<file path="config.mk">
export PLATFORM = sky130hd
export DESIGN_NAME = dependency_subtree_span
export DESIGN_NICKNAME = d
export VERILOG_FILES = /design/src/design/dss_pkg.sv /design/src/design/dss_ctrl.sv /design/src/design/dss_datapath.sv /design/src/design/dependency_subtree_span.sv
export SDC_FILE = /design/constraint.sdc
export NUM_CORES = 2
export LEC_CHECK = 0
export ABC_AREA = 1
export BUFFER_PORTS_ARGS = -buffer_cell sky130_fd_sc_hd__buf_2
export CAP_MARGIN = 10
export CORE_MARGIN = 1
export CORE_UTILIZATION = 37
export DETAILED_ROUTE_END_ITERATION = 6
export PLACE_DENSITY = 0.61
export SYNTH_ARGS = -nofsm -noshare
export SYNTH_HDL_FRONTEND = slang
export SYNTH_SLANG_ARGS = --single-unit
</file>
<file path="constraint.sdc">
create_clock -name clk -period 4.75 [get_ports clk]
set_input_delay 0.7125 -clock clk [delete_from_list [all_inputs] [get_ports clk]]
set_output_delay 0.7125 -clock clk [all_outputs]
set_load 0.01 [all_outputs]
</file>
<file path="src/design/dss_pkg.sv">
// Shared widths, defaults, controller states and command/status types.
`timescale 1ns / 1ps

package dss_pkg;

	localparam int WORD_W        = 6;
	localparam int PARENT_W      = 7;
	localparam int MAX_WORDS_DEF = 64;

	typedef enum logic [2:0] {
		ST_LOAD,
		ST_INIT,
		ST_WSTART,
		ST_WCHK,
		ST_READ,
		ST_UPDATE,
		ST_EMIT_RD,
		ST_EMIT
	} dss_state_t;

	typedef struct packed {
		logic load;        // store the incoming word, or flag overflow
		logic clr_sentence;
		logic idx_clr;
		logic idx_inc;
		logic init_wr;     // set span of word idx to itself
		logic rd_idx;      // read all stores at word idx
		logic rd_anc;      // read all stores at current ancestor
		logic upd_wr;      // widen span of current ancestor
		logic walk_begin;  // ancestor = parent read, steps = 0
		logic walk_next;   // ancestor = parent read, steps + 1
	} dss_cmd_t;

	typedef struct packed {
		logic idx_last;    // idx is the last stored word
		logic p_ok;        // parent read ends no walk
		logic step_ok;     // one more walk step is allowed
	} dss_sts_t;

endpackage

</file>
<file path="src/design/dss_ctrl.sv">
// Controller state machine: load, span init, ancestor walks, span emission.
`timescale 1ns / 1ps

module dss_ctrl (
	input  logic              clk,
	input  logic              arst_n,
	input  logic              in_valid,
	input  logic              last_word,
	output logic              in_stall,
	output logic              out_valid,
	input  logic              out_stall,
	input  dss_pkg::dss_sts_t sts,
	output dss_pkg::dss_cmd_t cmd
);
	import dss_pkg::*;

	dss_state_t state_q;
	dss_state_t state_nx;

	always_ff @(posedge clk or negedge arst_n) begin
		if (!arst_n) begin
			state_q <= ST_LOAD;
		end else begin
			state_q <= state_nx;
		end
	end

	always_comb begin
		state_nx  = state_q;
		cmd       = '0;
		in_stall  = 1'b1;
		out_valid = 1'b0;
		unique case (state_q)
			ST_LOAD: begin
				in_stall = 1'b0;
				if (in_valid) begin
					cmd.load = 1'b1;
					if (last_word) begin
						cmd.idx_clr = 1'b1;
						state_nx    = ST_INIT;
					end
				end
			end
			ST_INIT: begin
				cmd.init_wr = 1'b1;
				if (sts.idx_last) begin
					cmd.idx_clr = 1'b1;
					state_nx    = ST_WSTART;
				end else begin
					cmd.idx_inc = 1'b1;
				end
			end
			ST_WSTART: begin
				cmd.rd_idx = 1'b1;
				state_nx   = ST_WCHK;
			end
			ST_WCHK: begin
				if (sts.p_ok) begin
					cmd.walk_begin = 1'b1;
					state_nx       = ST_READ;
				end else if (sts.idx_last) begin
					cmd.idx_clr = 1'b1;
					state_nx    = ST_EMIT_RD;
				end else begin
					cmd.idx_inc = 1'b1;
					state_nx    = ST_WSTART;
				end
			end
			ST_READ: begin
				cmd.rd_anc = 1'b1;
				state_nx   = ST_UPDATE;
			end
			ST_UPDATE: begin
				cmd.upd_wr = 1'b1;
				if (sts.p_ok && sts.step_ok) begin
					cmd.walk_next = 1'b1;
					state_nx      = ST_READ;
				end else if (sts.idx_last) begin
					cmd.idx_clr = 1'b1;
					state_nx    = ST_EMIT_RD;
				end else begin
					cmd.idx_inc = 1'b1;
					state_nx    = ST_WSTART;
				end
			end
			ST_EMIT_RD: begin
				cmd.rd_idx = 1'b1;
				state_nx   = ST_EMIT;
			end
			ST_EMIT: begin
				out_valid = 1'b1;
				if (!out_stall) begin
					if (sts.idx_last) begin
						cmd.clr_sentence = 1'b1;
						state_nx         = ST_LOAD;
					end else begin
						cmd.idx_inc = 1'b1;
						state_nx    = ST_EMIT_RD;
					end
				end
			end
			default: begin
				state_nx = ST_LOAD;
			end
		endcase
	end

	// a walk step always widens the ancestor it just read
	assert property (@(posedge clk) disable iff (!arst_n)
		cmd.rd_anc |=> cmd.upd_wr)
		else $error("ancestor read not followed by update");

	// the walk over words starts only after the span init sweep
	assert property (@(posedge clk) disable iff (!arst_n)
		(state_q == ST_WSTART) |-> ($past(state_q) == ST_INIT || $past(state_q) == ST_WCHK
			|| $past(state_q) == ST_UPDATE))
		else $error("walk entered from wrong state");

	// the last emitted span hands the block back to loading
	assert property (@(posedge clk) disable iff (!arst_n)
		cmd.clr_sentence |=> (state_q == ST_LOAD))
		else $error("sentence clear without return to load");

endmodule

</file>
<file path="src/design/dss_datapath.sv">
// Datapath: parent/first/last stores, word count, walk registers, read data.
`timescale 1ns / 1ps

module dss_datapath #(
	parameter int MAX_WORDS = dss_pkg::MAX_WORDS_DEF
) (
	input  logic                          clk,
	input  logic                          arst_n,
	input  logic [dss_pkg::PARENT_W-1:0]  parent_index,
	input  dss_pkg::dss_cmd_t             cmd,
	output dss_pkg::dss_sts_t             sts,
	output logic [dss_pkg::WORD_W-1:0]    word_position,
	output logic [dss_pkg::WORD_W-1:0]    span_first,
	output logic [dss_pkg::WORD_W-1:0]    span_last,
	output logic                          overflowed
);
	import dss_pkg::*;

	localparam int ADDR_W = (MAX_WORDS > 1) ? $clog2(MAX_WORDS) : 1;
	localparam int CNT_W  = $clog2(MAX_WORDS + 1);

	logic [PARENT_W-1:0] parent_mem [MAX_WORDS];
	logic [ADDR_W-1:0]   first_mem  [MAX_WORDS];
	logic [ADDR_W-1:0]   last_mem   [MAX_WORDS];

	logic [CNT_W-1:0]    cnt_q;
	logic                ovf_q;
	logic [ADDR_W-1:0]   idx_q;
	logic [ADDR_W-1:0]   anc_q;
	logic [CNT_W-1:0]    steps_q;
	logic [PARENT_W-1:0] parent_rd_q;
	logic [ADDR_W-1:0]   first_rd_q;
	logic [ADDR_W-1:0]   last_rd_q;

	logic                store_ok;
	logic [CNT_W-1:0]    idx_nx;
	logic [CNT_W-1:0]    steps_nx;
	logic [ADDR_W-1:0]   parent_addr;
	logic [ADDR_W-1:0]   rd_addr;
	logic                wr_en;
	logic [ADDR_W-1:0]   wr_addr;
	logic [ADDR_W-1:0]   first_wd;
	logic [ADDR_W-1:0]   last_wd;

	assign store_ok    = (cnt_q < CNT_W'(MAX_WORDS));
	assign idx_nx      = CNT_W'(idx_q) + CNT_W'(1);
	assign steps_nx    = steps_q + CNT_W'(1);
	assign parent_addr = parent_rd_q[ADDR_W-1:0];

	// parent ends the walk when negative or not below the word count
	assign sts.p_ok     = !parent_rd_q[PARENT_W-1]
		&& ({1'b0, parent_rd_q[PARENT_W-2:0]} < PARENT_W'(cnt_q));
	assign sts.idx_last = (idx_nx == cnt_q);
	assign sts.step_ok  = (steps_nx < cnt_q);

	assign rd_addr = cmd.rd_anc ? anc_q : idx_q;
	assign wr_en   = cmd.init_wr || cmd.upd_wr;
	assign wr_addr = cmd.upd_wr ? anc_q : idx_q;

	always_comb begin
		if (cmd.upd_wr) begin
			first_wd = (idx_q < first_rd_q) ? idx_q : first_rd_q;
			last_wd  = (idx_q > last_rd_q) ? idx_q : last_rd_q;
		end else begin
			first_wd = idx_q;
			last_wd  = idx_q;
		end
	end

	always_ff @(posedge clk or negedge arst_n) begin
		if (!arst_n) begin
			cnt_q   <= '0;
			ovf_q   <= 1'b0;
			idx_q   <= '0;
			anc_q   <= '0;
			steps_q <= '0;
		end else begin
			if (cmd.clr_sentence) begin
				cnt_q <= '0;
				ovf_q <= 1'b0;
			end else if (cmd.load) begin
				if (store_ok) begin
					cnt_q <= cnt_q + CNT_W'(1);
				end else begin
					ovf_q <= 1'b1;
				end
			end
			if (cmd.idx_clr) begin
				idx_q <= '0;
			end else if (cmd.idx_inc) begin
				idx_q <= idx_nx[ADDR_W-1:0];
			end
			if (cmd.walk_begin) begin
				anc_q   <= parent_addr;
				steps_q <= '0;
			end else if (cmd.walk_next) begin
				anc_q   <= parent_addr;
				steps_q <= steps_nx;
			end
		end
	end

	always_ff @(posedge clk) begin
		if (cmd.load && store_ok) begin
			parent_mem[cnt_q[ADDR_W-1:0]] <= parent_index;
		end
	end

	always_ff @(posedge clk) begin
		if (wr_en) begin
			first_mem[wr_addr] <= first_wd;
			last_mem[wr_addr]  <= last_wd;
		end
	end

	always_ff @(posedge clk) begin
		if (cmd.rd_idx || cmd.rd_anc) begin
			parent_rd_q <= parent_mem[rd_addr];
			first_rd_q  <= first_mem[rd_addr];
			last_rd_q   <= last_mem[rd_addr];
		end
	end

	assign word_position = WORD_W'(idx_q);
	assign span_first    = WORD_W'(first_rd_q);
	assign span_last     = WORD_W'(last_rd_q);
	assign overflowed    = ovf_q;

	assert property (@(posedge clk) disable iff (!arst_n)
		cnt_q <= CNT_W'(MAX_WORDS))
		else $error("word count beyond store depth");

	assert property (@(posedge clk) disable iff (!arst_n)
		cmd.upd_wr |-> (CNT_W'(anc_q) < cnt_q))
		else $error("span update outside the stored words");

	assert property (@(posedge clk) disable iff (!arst_n)
		(cmd.init_wr || cmd.rd_idx) |-> (CNT_W'(idx_q) < cnt_q))
		else $error("word index outside the stored words");

endmodule

</file>
<file path="src/design/dependency_subtree_span.sv">
// Top level: subtree span builder for one dependency tree at a time.
//
//  channel | direction | beat payload                                        | handshake
//  --------+-----------+-----------------------------------------------------+---------------------
//  in      | input     | parent_index, last_word                             | in_valid / in_stall
//  out     | output    | word_position, span_first, span_last, overflowed,   | out_valid / out_stall
//          |           | final_span                                          |
//
//  Steps: after the last word an init sweep sets each stored word's span to
//    itself, each word's ancestor walk reads its parent and then alternates
//    an ancestor read with a span update, and each span beat is a store
//    read, then present.
//  Reset: arst_n clears the controller, word count and overflow flag; the
//    stores are not cleared, only entries written in the current sentence
//    are read.
//  Stalls: in_stall is high from the last word until the final span beat is
//    taken; out_stall holds the presented span in place.
`timescale 1ns / 1ps

module dependency_subtree_span #(
	parameter int MAX_WORDS = dss_pkg::MAX_WORDS_DEF
) (
	input  logic                                clk,
	input  logic                                arst_n,
	input  logic                                in_valid,
	output logic                                in_stall,
	input  logic signed [dss_pkg::PARENT_W-1:0] parent_index,
	input  logic                                last_word,
	output logic                                out_valid,
	input  logic                                out_stall,
	output logic [dss_pkg::WORD_W-1:0]          word_position,
	output logic [dss_pkg::WORD_W-1:0]          span_first,
	output logic [dss_pkg::WORD_W-1:0]          span_last,
	output logic                                overflowed,
	output logic                                final_span
);
	import dss_pkg::*;

	dss_cmd_t cmd;
	dss_sts_t sts;

	// sequence load, init, walks and emission
	dss_ctrl u_ctrl (
		.clk       (clk),
		.arst_n    (arst_n),
		.in_valid  (in_valid),
		.last_word (last_word),
		.in_stall  (in_stall),
		.out_valid (out_valid),
		.out_stall (out_stall),
		.sts       (sts),
		.cmd       (cmd)
	);

	// hold the tree and the spans; run the walk arithmetic
	dss_datapath #(
		.MAX_WORDS (MAX_WORDS)
	) u_datapath (
		.clk           (clk),
		.arst_n        (arst_n),
		.parent_index  (parent_index),
		.cmd           (cmd),
		.sts           (sts),
		.word_position (word_position),
		.span_first    (span_first),
		.span_last     (span_last),
		.overflowed    (overflowed)
	);

	// flag the span of the last stored word
	assign final_span = sts.idx_last;

	// a word's subtree always covers the word itself
	assert property (@(posedge clk) disable iff (!arst_n)
		out_valid |-> (span_first <= word_position && span_last >= word_position))
		else $error("span does not cover its own word");

	// after the final span beat, no further beat of that sentence
	assert property (@(posedge clk) disable iff (!arst_n)
		(out_valid && !out_stall && final_span) |=> !out_valid)
		else $error("beat after final span");

	// span beats come out in word order
	assert property (@(posedge clk) disable iff (!arst_n)
		(out_valid && !out_stall && !final_span) |=> ##1
			(out_valid && word_position == $past(word_position, 2) + 6'd1))
		else $error("span beats out of order");

endmodule

</file>
; Word level (Yosys, flattened, before mapping)
; Memories as Yosys holds them, arrays and structs flattened. A register that Yosys moved wholly into a read port is not among the register bits.
; Index checks and enable logic that the tools add are counted.
[op_classes]
n_reduce_logical = 15
n_eq_ne = 13
mux = 54
order_cmp = 5
add_sub_neg = 3
[ops]
columns = cell, count
row1 = $mux 6, 10
row2 = $mux 7, 5
row3 = $mux 1, 26
row4 = $mux 3, 8
row5 = $pmux 3 s8, 1
row6 = $add 7x1->7 const B, 2
row7 = $eq 3x3->1 const B, 4
row8 = $ne 2x2->1 const B, 5
row9 = $pmux 1 s4, 2
row10 = $reduce_bool 2->1, 4
row11 = $add 6x1->7 const B, 1
row12 = $eq 7x7->1, 1
row13 = $lt 6x7->1, 1
row14 = $lt 7x7->1, 1
row15 = $lt 7x7->1 const B, 1
row16 = $eq 3x2->1 const B, 2
row17 = $gt 6x6->1, 1
row18 = $lt 6x6->1, 1
row19 = $mux 2, 2
row20 = $reduce_and 2->1, 2
row21 = $reduce_and 4->1, 1
row22 = $eq 3x1->1 const B, 1
row23 = $logic_and 1x1->1, 3
row24 = $logic_not 3->1, 1
row25 = 3 further kinds, 4
[word_totals]
register_bits = 30
elab_cells = 99
ramBits = 1216
memories = 3
input_bits = 12
[memory_table]
columns = memory, words, word_bits, rd, rd_clocked_by_memory_dff, wr, line_no
row1 = u_datapath.parent_mem, 64, 7, 1, 1, 1, dss_datapath.sv:22  ; logic [PARENT_W-1:0] parent_mem [MAX_WORDS];
row2 = u_datapath.first_mem, 64, 6, 1, 1, 1, dss_datapath.sv:23  ; logic [ADDR_W-1:0] first_mem [MAX_WORDS];
row3 = u_datapath.last_mem, 64, 6, 1, 1, 1, dss_datapath.sv:24  ; logic [ADDR_W-1:0] last_mem [MAX_WORDS];

; Logic depth before layout (Yosys ltp)
[logic_depth]
word_depth = 7
ltp_mapped = 18
mapped_depth_nobuf = 18

; Modules after synthesis
; From an unflattened synthesis, not the netlist that was laid out.
[unflattened]
hier_cells = 5557
hier_area_um2 = 56802.0
[modules_own_cells]
columns = module, seq_area_each_um2, area_each_um2, cells_each, instances
row1 = dss_datapath, 37761.2, 56446.6, 5497, 1
row2 = dss_ctrl, 75.1, 355.3, 60, 1

; Least setup slack after synthesis
; OpenSTA, ideal clock, no wires.
[synth_timing]
path_kind = register to register
start = register u_datapath.idx_q[2] (netlist: u_datapath.word_position[2])
end = memory u_datapath.last_mem[0][1] in the netlist's numbering, data pin
setup_time_ns = 0.702
t_arrival_ns = 4.005
setup_slack_ns = 0.043
path_stages_with_launch = 10
required_ns = 4.048
cell_sequence = dfrtp_1 > ha_1 > a21oi_1 > o21ai_0 > a21oi_1 > o21ai_0 > o21ai_0 > nand2_1 > clkbuf_1 > o21ai_0
[synth_between]
elab_chain_len = 3
[synth_lines]
columns = element, line_no
row1 = "start, declared", dss_datapath.sv:28  ; logic [ADDR_W-1:0] idx_q;
row2 = "start signal, assigned", dss_datapath.sv:91  ; idx_q <= idx_nx[ADDR_W-1:0];
row3 = $gt 6x6->1, dss_datapath.sv:63  ; last_wd = (idx_q > last_rd_q) ? idx_q : last_rd_q;
row4 = $mux 6, dss_datapath.sv:63
row5 = $mux 6, dss_datapath.sv:61  ; if (cmd.upd_wr) begin
row6 = via u_datapath.last_wd[1], dss_datapath.sv:43  ; logic [ADDR_W-1:0] last_wd;
row7 = "end, declared", dss_datapath.sv:24
; The timed path passes the listed nets, and every way through them passes these cells.

; Final worst setup path
[layout_timing]
start = register u_datapath.idx_q[1] (netlist: u_datapath.word_position[1])
end = output final_span
[layout_between]
elab_chain_len = 2
[layout_lines]
columns = element, line_no
row1 = $add 6x1->7, dss_datapath.sv:46  ; assign idx_nx = CNT_W'(idx_q) + CNT_W'(1);
row2 = $eq 7x7->1, dss_datapath.sv:53  ; assign sts.idx_last = (idx_nx == cnt_q);
row3 = "end, declared", dependency_subtree_span.sv:35  ; output logic final_span
; Every way passes these cells.

==> flow_metrics.py <==
metrics = {
    "outcome": {
        "status": "completed",
    },
    "placement": {
        "pre_cts_slack_ns": 1.012,
        "io_buffers": 33,
        "place.gp.congestion": 0.8800,
        "hpwl_mm": 89.36,
    },
    "power_and_ir_drop": {
        "pwr-share-clk_pct": 23.8,
        "p_leak_nw": 27.04,
        "p_per_area_mw_per_mm2": 655.1,
        "ir_drop_uv": 979.9,
        "switchingPower_mw": 17.54,
        "internal_power_mw": 24.41,
        "switching_share_pct": 41.81,
        "comb_power_share_pct": 41.9,
        "seqPwrFrac_pct": 34.3,
    },
    "final_layout": {
        "fin_nets": 5717,
        "num-fill-cells": 14276,
        "utilization_pct": 42.06,
        "syn_to_final_growth_pct": 12.51,
        "drive_gt1_share_pct": 7.004,
    },
    "logic_synthesis": {
        "synth.top_cells.by_count": "nand3_1, nand2_1, edfxtp_1",
        "synth-seq-cells": 1265,
        "ys_async_sr_fraction_pct": 2.372,
        "yosys.area.top_type": "edfxtp_1",
        "synth.top_cell.area_share_pct": 65.16,
        "ys.flop_type": "edfxtp_1",
        "synth_area_leaders": "edfxtp_1, nand3_1, nand2_1, inv_1, dfrtp_1",
        "synth_cell_types": 40,
        "syn_nets": 5709,
        "avgSynthCellArea_um2": 10.03,
        "synth-seq-area-share_pct": 66.48,
        "post-synth-top-count-cell": "nand3_1",
        "ys_warn_count": 0,
        "synth_area_mm2": 0.05692,
        "synthCells": 5672,
        "synth_edf_count": 1235,
    },
    "critical_path": {
        "rr_startpoint": "u_ctrl.state_q[0]$_DFFE_PN0P_",
        "path_max_fanout": 10,
        "end_kind": "output pin",
        "r2r-end": "u_datapath.span_first[0]$_DFFE_PP_",
        "reg2regPathDepth": 11,
        "critPathRequiredTime_ns": 4.04,
        "r2r_setup_slack_ns": 0.98,
        "crit_type": "flip-flop to output pin",
        "critical_path_arrival_ns": 3.10,
        "start_kind": "flip-flop",
    },
    "die": {
        "core_mm2": 0.1523,
        "die_h_um": 394.2,
        "initial_utilization_pct": 37.38,
        "die_x_um": 394.2,
        "die-area_mm2": 0.1554,
        "io-pin-count": 34,
        "fp-row-count": 143,
    },
    "sta": {
        "timing.slew.headroom_pct": 18.30,
        "setup_violations": 0,
        "finalWorstSetupSlack_ns": 0.9402,
        "clock.fmax_mhz": 262.5,
        "hold_viol": 0,
        "fin_crit_ns": 3.810,
        "clock_skew_ns": 0.03915,
        "hold_ws_ns": 0.05037,
        "fin_crit_sh_pct": 80.21,
        "fin_tns_setup_ns": 0,
        "rsz0062_at_grt": "false",
        "worst_pin_slew_ns": 1.221,
        "final_max_slew_viol_count": 0,
    },
    "hold_path": {
        "hold_path.class": "input pin to asynchronous set/reset pin",
    },
    "global_routing": {
        "grt_overflow_total": 0,
        "track_usage_pct": 19.49,
        "grt_pass1_wl_mm": 231.6,
        "grt_max_degree": 153,
        "antenna_found_initial": 4,
        "grt_pass1_vias": 36885,
    },
    "run": {
        "maxCapViolCount": 0,
    },
    "clock_network": {
        "root_buffer": "clkbuf_16",
        "clock_sinks": 1265,
        "hold_buffers": 0,
        "ctsLongestPathBuffers": 3,
        "path_clk_slew_ns": 0.07,
        "tritoncts": "yes",
        "clk_latency_ns": 0.75,
        "cts_buffers": 121,
        "cts_setup_buffers": 0,
        "cts_resized": 0,
        "htree_levels": 3,
    },
    "drt": {
        "final_antenna_net_count": 0,
        "route.met2.wl_mm": 71.55,
        "drt_iter0_drc": 4072,
        "dr.pass1.iters": 6,
        "drt-met1-wl_mm": 64.16,
        "routed_wl_mm": 153.5,
        "maxUsedRoutingLayer": "met4",
        "wl_per_cell_um": 19.65,
        "vias": 38978,
        "routed-wl-met3_mm": 12.41,
        "via_per_inst": 4.989,
        "drc": 0,
    },
}
[per-stage QoR]
stage | power (mW) | instance area [um^2] | std cells
3_3_place_gp | 31.90 | 59960 | 7586
3_5_place_dp | 32.08 | 59960 | 7586
2_1_floorplan | 25.41 | 56920 | 5672
6_report | 41.95 | 64040 | 7813
5_1_grt | 43.96 | 64040 | 7813
4_1_cts | 41.99 | 64030 | 7811
[metal layers]
layer,up-vias,global-route usage (%)
li1,18432,-
met2,1498,31.29
met1,18758,26.38
met4,0,7.414
met5,-,0
met3,290,3.303
[cell families (layout without fill, tap and decap cells)]
family | Yosys count | in the layout | share of synthesized area, %
flip-flops | 1265 | 1265 | 66.48
XOR/XNOR | 6 | 6 | 0.09233
multiplexers | 1 | 1 | 0.01978
buffers and inverters | 1498 | 1608 | 10.35
other | 0 | 1 | 0
AND/OR/NAND/NOR | 2809 | 2809 | 21.83
AO/OA/AOI/OAI | 68 | 68 | 0.6815
adder cells (fa/ha/maj) | 25 | 25 | 0.5496
[worst max-delay path, cell delays in order, from the launching register on]
cell and delay (ns):
dfrtp_1 0.64, ha_1 0.26, nand2_1 0.11, o21bai_1 0.22, nand2_1 0.11, nand2_1 0.07, nand3_1 0.06, nor2_1 0.16
nand2_1 0.26, inv_1 0.19, buf_2 0.25
[power by group through the flow]
stage                     Combinational [mW]  Sequential, mW  Clock (mW)
after detailed placement                17.4            14.6           0
final                                   17.6            14.4        9.97
after CTS                               17.5            14.4        10.1
after global routing                    19.0            14.4        10.5
after global placement                  17.3            14.6           0
after floorplan                         10.7            14.8           0
[placed cells by master, fill, tap and decap left out, types with 15 or more instances in the layout]
master	n
nand3_1	1319
nand2_1	1293
edfxtp_1	1235
inv_1	1203
nor2_1	159
clkbuf_16	122
buf_4	106
buf_2	34
buf_12	31
clkinv_1	30
dfrtp_1	30
ha_1	25
o21ai_0	22
clkbuf_1	21
bufinv_16	17
o21ai_4	16
clkinv_2	16
a21oi_1	15
[worst max path at each step]
stage | startpoint | to | slack (ns) | depth (start not counted)
global route | u_datapath.word_position[1]$_DFFE_PN0P_ | final_span | 0.78 | 10
finish | u_datapath.word_position[1]$_DFFE_PN0P_ | final_span | 0.94 | 10
floorplan | u_datapath.word_position[2]$_DFFE_PN0P_ | u_datapath.last_mem[0][1]$_DFFE_PP_ | 0.04 | 9
global placement | u_ctrl.state_q[0]$_DFFE_PN0P_ | u_datapath.span_last[4]$_DFFE_PP_ | 1.06 | 11
CTS | u_datapath.word_position[1]$_DFFE_PN0P_ | final_span | 0.94 | 10
detailed placement | u_ctrl.state_q[0]$_DFFE_PN0P_ | u_datapath.span_last[4]$_DFFE_PP_ | 1.01 | 11
[final cells by class]
class / instances / area, um^2 / share of cell area, %
Clock inverter: 77 / 868.3 / 1.356
Antenna cell: 1 / 2.502 / 0.003908
Sequential cell: 1265 / 37840 / 59.08
Clock buffer: 148 / 3201 / 4.998
Timing Repair Buffer: 171 / 1587 / 2.477
Inverter: 1212 / 4559 / 7.120
Multi-Input combinational cell: 2909 / 13440 / 20.99
Tap cell: 2030 / 2540 / 3.966
[flip-flops by register name (all words and copies together) (netlist names)]
register / flops
u_datapath.parent_mem: 448
u_datapath.first_mem: 384
u_datapath.last_mem: 384
u_datapath.cnt_q: 7
u_datapath.parent_rd_q: 7
u_datapath.steps_q: 7
u_datapath.anc_q: 6
u_datapath.span_first: 6
u_datapath.span_last: 6
u_datapath.word_position: 6
u_ctrl.state_q: 3
u_datapath.overflowed: 1
Note: power is estimated with default switching activity, not from simulation.
